<file path="config.mk">
export PLATFORM = sky130hd
export DESIGN_NAME = tpf_front
export DESIGN_NICKNAME = d
export VERILOG_FILES = /design/src/sv/tpf_pkg.sv /design/src/sv/tpf_fifo.sv /design/src/sv/tpf_front.sv
export SDC_FILE = /design/constraint.sdc
export NUM_CORES = 1
export LEC_CHECK = 0
export BUFFER_PORTS_ARGS = -buffer_cell sky130_fd_sc_hd__buf_2
export CORE_ASPECT_RATIO = 1.1
export CORE_UTILIZATION = 57
export DETAILED_ROUTE_END_ITERATION = 8
export HOLD_SLACK_MARGIN = 0.03
export PLACE_DENSITY = 0.84
export SETUP_SLACK_MARGIN = 0.05
export SLEW_MARGIN = 10
export SYNTH_ARGS = -nofsm -noshare
export SYNTH_HDL_FRONTEND = slang
export SYNTH_HIERARCHICAL = 1
export SYNTH_SLANG_ARGS = --single-unit
</file>
<file path="constraint.sdc">
create_clock -name clk -period 5.55 [get_ports clk]
set_input_delay 1.11 -clock clk [delete_from_list [all_inputs] [get_ports clk]]
set_output_delay 1.11 -clock clk [all_outputs]
set_load 0.1 [all_outputs]
</file>
<file path="src/sv/tpf_pkg.sv">
// Package for the tilemap pixel fetch block.
// Holds item structs, register codes, status codes and sizing constants.
// No dependencies.
package tpf_pkg;

    localparam int VRAM_BYTES_DEFAULT = 524288;
    localparam int ADDR_W             = 24;
    localparam int OUT_DEPTH          = 4;
    localparam int MID_DEPTH          = 2;
    localparam int LANES              = 4;

    localparam int CFG_IDX_W  = 2;
    localparam int CFG_DATA_W = 5;

    localparam logic [CFG_IDX_W-1:0] CFG_COLOUR_MODE = 2'd0;
    localparam logic [CFG_IDX_W-1:0] CFG_MAP_PAGE    = 2'd1;
    localparam logic [CFG_IDX_W-1:0] CFG_MAP_HIGH    = 2'd2;

    localparam logic CMD_WRITE = 1'b0;
    localparam logic CMD_FETCH = 1'b1;

    localparam logic [1:0] STATUS_WRITTEN     = 2'd0;
    localparam logic [1:0] STATUS_TRANSPARENT = 2'd1;
    localparam logic [1:0] STATUS_SKIPPED     = 2'd2;

    typedef struct packed {
        logic        cmd;
        logic [18:0] write_address;
        logic [7:0]  write_data;
        logic [8:0]  pixel_x;
        logic [8:0]  pixel_y;
    } req_t;

    typedef struct packed {
        logic [7:0] colour_index;
        logic [1:0] pixel_status;
        logic [8:0] echo_x;
        logic [8:0] echo_y;
    } rsp_t;

    typedef struct packed {
        logic       colour_mode;
        logic [4:0] map_page;
        logic [2:0] map_high;
    } cfg_t;

    typedef struct packed {
        logic              is_write;
        logic              write_en;
        logic [ADDR_W-1:0] addr;
        logic [7:0]        write_data;
        logic              entry_oob;
        logic [8:0]        pixel_x;
        logic [8:0]        pixel_y;
    } op_t;

endpackage

</file>
<file path="src/sv/tpf_fifo.sv">
// Small register FIFO with simultaneous push and pop.
// Used for the front-to-back queue and the result queue. No dependencies.
module tpf_fifo #(
    parameter int WIDTH = 8,
    parameter int DEPTH = 2
) (
    input  logic                       clk,
    input  logic                       rst_n,
    input  logic                       push,
    input  logic [WIDTH-1:0]           wr_data,
    input  logic                       pop,
    output logic [WIDTH-1:0]           rd_data,
    output logic                       full,
    output logic                       empty,
    output logic [$clog2(DEPTH+1)-1:0] count
);

    localparam int PW = (DEPTH > 1) ? $clog2(DEPTH) : 1;
    localparam int CW = $clog2(DEPTH + 1);

    logic [WIDTH-1:0] data_reg [DEPTH];
    logic [PW-1:0]    wr_ptr_reg, wr_ptr_next;
    logic [PW-1:0]    rd_ptr_reg, rd_ptr_next;
    logic [CW-1:0]    count_reg, count_next;

    always_comb
    begin
        wr_ptr_next = wr_ptr_reg;
        rd_ptr_next = rd_ptr_reg;
        count_next  = count_reg;
        if (push)
        begin
            wr_ptr_next = (wr_ptr_reg == PW'(DEPTH - 1)) ? '0 : wr_ptr_reg + PW'(1);
        end
        if (pop)
        begin
            rd_ptr_next = (rd_ptr_reg == PW'(DEPTH - 1)) ? '0 : rd_ptr_reg + PW'(1);
        end
        priority if (push && !pop)
        begin
            count_next = count_reg + CW'(1);
        end
        else if (pop && !push)
        begin
            count_next = count_reg - CW'(1);
        end
    end

    always_ff @(posedge clk or negedge rst_n)
    begin
        if (!rst_n)
        begin
            wr_ptr_reg <= '0;
            rd_ptr_reg <= '0;
            count_reg  <= '0;
        end
        else
        begin
            wr_ptr_reg <= wr_ptr_next;
            rd_ptr_reg <= rd_ptr_next;
            count_reg  <= count_next;
        end
    end

    always_ff @(posedge clk)
    begin
        if (push)
        begin
            data_reg[wr_ptr_reg] <= wr_data;
        end
    end

    assign rd_data = data_reg[rd_ptr_reg];
    assign full    = (count_reg == CW'(DEPTH));
    assign empty   = (count_reg == '0);
    assign count   = count_reg;

    a_no_overflow: assert property (@(posedge clk) disable iff (!rst_n) push |-> !full)
        else $error("push into full fifo");
    a_no_underflow: assert property (@(posedge clk) disable iff (!rst_n) pop |-> !empty)
        else $error("pop from empty fifo");

endmodule

</file>
<file path="src/sv/tpf_front.sv">
// Front end: classifies request items and queues them for the back end.
// Works out the name table entry address and range checks.
// Depends on tpf_pkg and tpf_fifo.
module tpf_front #(
    parameter int VRAM_BYTES = tpf_pkg::VRAM_BYTES_DEFAULT
) (
    input  logic          clk,
    input  logic          rst_n,
    input  tpf_pkg::cfg_t cfg,
    input  logic          req_valid,
    output logic          req_ready,
    input  tpf_pkg::req_t req,
    output logic          op_valid,
    output tpf_pkg::op_t  op,
    input  logic          op_pop
);

    localparam int AW = tpf_pkg::ADDR_W;

    logic [8:0]          page_sum;
    logic [AW-1:0]       entry;
    logic [AW-1:0]       wr_addr_ext;
    tpf_pkg::op_t        op_in;
    logic                q_full;
    logic                q_empty;
    logic [$clog2(tpf_pkg::MID_DEPTH+1)-1:0] q_count;

    always_comb
    begin
        page_sum    = {cfg.map_high, 6'b0} + {4'b0, cfg.map_page};
        entry       = {2'b00, page_sum, 13'b0}
                    + {10'b0, req.pixel_y[8:3], req.pixel_x[8:3], 2'b00};
        wr_addr_ext = {5'b0, req.write_address};

        op_in.is_write   = (req.cmd == tpf_pkg::CMD_WRITE);
        op_in.write_en   = wr_addr_ext < AW'(VRAM_BYTES);
        op_in.addr       = op_in.is_write ? wr_addr_ext : entry;
        op_in.write_data = req.write_data;
        op_in.entry_oob  = (entry + AW'(4)) > AW'(VRAM_BYTES);
        op_in.pixel_x    = req.pixel_x;
        op_in.pixel_y    = req.pixel_y;
    end

    tpf_fifo #(
        .WIDTH ($bits(tpf_pkg::op_t)),
        .DEPTH (tpf_pkg::MID_DEPTH)
    ) u_queue (
        .clk     (clk),
        .rst_n   (rst_n),
        .push    (req_valid && req_ready),
        .wr_data (op_in),
        .pop     (op_pop),
        .rd_data (op),
        .full    (q_full),
        .empty   (q_empty),
        .count   (q_count)
    );

    assign req_ready = !q_full;
    assign op_valid  = !q_empty && (q_count != '0);

endmodule

</file>
==> metrics <==
status=finished, final reports clean; final number of setup-violating endpoints=0; FILL cells=578; # IOs=114; largest net degree at the start of global routing=55; Hold WC Path Type=flop to flop; Post-Syn Area=4640 µm²; CP arrival=2200 ps; Final Worst Setup Slack=2240 ps; DR iter-0 viols=76; Post-synth EDFFs=106; Worst path top cell family by delay=flip-flops; flop-to-flop setup slack=3100 ps; sequential share of the synthesized area=70.7%; Startpoint Class=flop; most common flop cell mapped by yosys=edfxtp_1; drt drc=0; Sink Count=110; class of the most critical setup path=flop to primary output; Worst R2R Path Depth=4; Clock transition at path regs=90 ps; # H-tree levels=3; Max Root-Sink Buffers=2; hold depth=1; Slew Limit Fails=0; Buf/Inv on CP=1; grt met2 use=31.1%; crit-path max cell delay=1070 ps; n_diodes=0; hold buffers post-CTS=0; Vert. Die Dim=96.6 µm; GRT Util Overall=18.0%; Post-Syn Area per Cell=20.6 µm²; CP max FO=54; Post-Synth XOR/XNOR Area=1.51%; GR met1 Demand/Resource=21.6%; Synth Warn #=6; Yosys reg bits=110; post-synthesis async set-or-reset flop share=3.64%; Area Overhead vs Synth=16.0%; placed inst area=5230 µm²; number of nets with antenna violations after routing=0; normalized max-slew margin=34.0%; Num CTS Buffers=9; worst r2r src=u_queue/count[1]$_DFFE_PN0P_; via/cell ratio=5.01; WP data required=4440 ps; setup repair after global routing missed its margin=no; number of global-route vias before repair=2290; Final min period=3310 ps; Hold Path End=u_queue/count[1]$_DFFE_PN0P_; Via Count=2286; RR Endpoint=u_queue/data_reg[0][44]$_DFFE_PP_; gp weighted congestion=0.717; router iterations before antenna repair=4; Yosys cell types=20; Max Freq=302 MHz; Skew-Pair Late Insertion Delay=350 ps; die area=8510 µm²; Synth Area in Adders=0.809%; TNS Setup=0 ps; Port Buffer Count=112; max reg flops=106; Post-Synth Simple-Gate Area=2.26%; crit-path cells=mux2_2 > buf_2; CTS tree=done; HPWL after detailed placement=4790 µm; final net count=407; met3 Track Usage GR=3.50%; Design Area, Final=5390 µm²; WL/cell=15.9 µm; initial core utilization=58.7%; Cells after Synth=225; Max-Cap Viols=0; top-area cell type share of the netlist area=68.6%; Layout Skew=11.8 ps; main combinational cell family by area after synthesis=multiplexers; HP Start=u_queue/count[1]$_DFFE_PN0P_; CORE AREA=7910 µm²; ranking of synthesized cells by area=edfxtp_1, mux2_4, buf_12; mux share of post-synthesis cell area=20.5%; global-route wire length before repair=11200 µm; crit path capture type=primary output; initial antenna violation count=0; share of layout cells above drive strength 1=56.0%; row cnt=34; CTS Root Cell=clkbuf_8; Final Cycle Share=59.7%; area leader, netlist=edfxtp_1; gr busiest metal=met2; post-CTS sizing=0; Post-CTS Setup Repair Bufs=0; Total Wirelength=7250 µm; Place WS=2480 ps; Die X-Extent=88.0 µm; Synth Area in Compound Gates=0.512%; CP max stage cell=dfrtp_4; Final Hold Vio Count=0; Slew @ Worst Pin=990 ps; Remaining Overflow, GRT=0
## Yosys cell counts, drive strengths merged (2+ instances only)
cell type and n:
a21oi 3, nor2 7, nor2b 4, edfxtp 106
mux2 66, dfrtp 4, nand3 3, and2 4
inv 3, xnor2 2, conb 2, ha 3
xor2 6, buf 9
## worst max path at each step
stage                              startpoint                                end  slack (ps)  cells after the start
3_3_place_gp                        req_valid  u_queue/data_reg[0][12]$_DFFE_PP_        2530                      4
2_1_floorplan                       req_valid   u_queue/data_reg[0][0]$_DFFE_PP_        1330                      2
3_5_place_dp                        req_valid  u_queue/data_reg[0][37]$_DFFE_PP_        2480                      4
6_report       u_queue/rd_ptr_reg$_DFFE_PN0P_                             op[42]        2240                      2
5_1_grt        u_queue/rd_ptr_reg$_DFFE_PN0P_                             op[41]        2120                      2
4_1_cts        u_queue/rd_ptr_reg$_DFFE_PN0P_                             op[41]        2200                      2
## cell families after synthesis
family,Yosys count
compound gates,4
xor+xnor,8
fa+ha+maj,3
buf+inv,12
flops,110
mux,66
other cells,2
simple gates,20
## metal layers
layer	vias up	wire (µm)
met5	-	0
met4	0	86
met3	8	232
met2	66	4020
met1	1123	2910
li1	1089	-
## area by class of cell
| cell class | instances | area [µm²] | area share [%] |
|---|---|---|---|
| clock buffers | 11 | 131 | 2.44 |
| clock inverters | 3 | 23.8 | 0.441 |
| inverters | 3 | 11.3 | 0.209 |
| multi-input cells | 107 | 1220 | 22.7 |
| flip-flops and latches | 110 | 3290 | 61.0 |
| well taps | 108 | 135 | 2.51 |
| repair buffers | 114 | 576 | 10.7 |
## metrics by stage
| stage | utilization, % | hold slack, ps | instances |
|---|---|---|---|
| final | 68.1 | 526 | 456 |
| after CTS | 68.1 | 527 | 456 |
| after detailed placement | 66.1 | 510 | 442 |
| after floorplan | - | 455 | 229 |
| after global placement | 66.1 | 496 | 442 |
| after global routing | 68.1 | 533 | 456 |
## cell usage in the layout, fill, tap and decap left out, drive strengths merged
cell type    n
a21oi        3
and2         4
and2b        1
buf        114
clkbuf      11
clkinv       1
clkinvlp     2
conb         6
dfrtp        4
edfxtp     106
ha           3
inv          3
mux2        66
nand3        3
nor2         7
nor2b        4
o2bb2ai      1
or3          1
xnor2        2
xor2         6
Power is left out: the tool's default activity adds up to more than one toggle a clock period on the data nets, which glitch-free logic cannot reach.
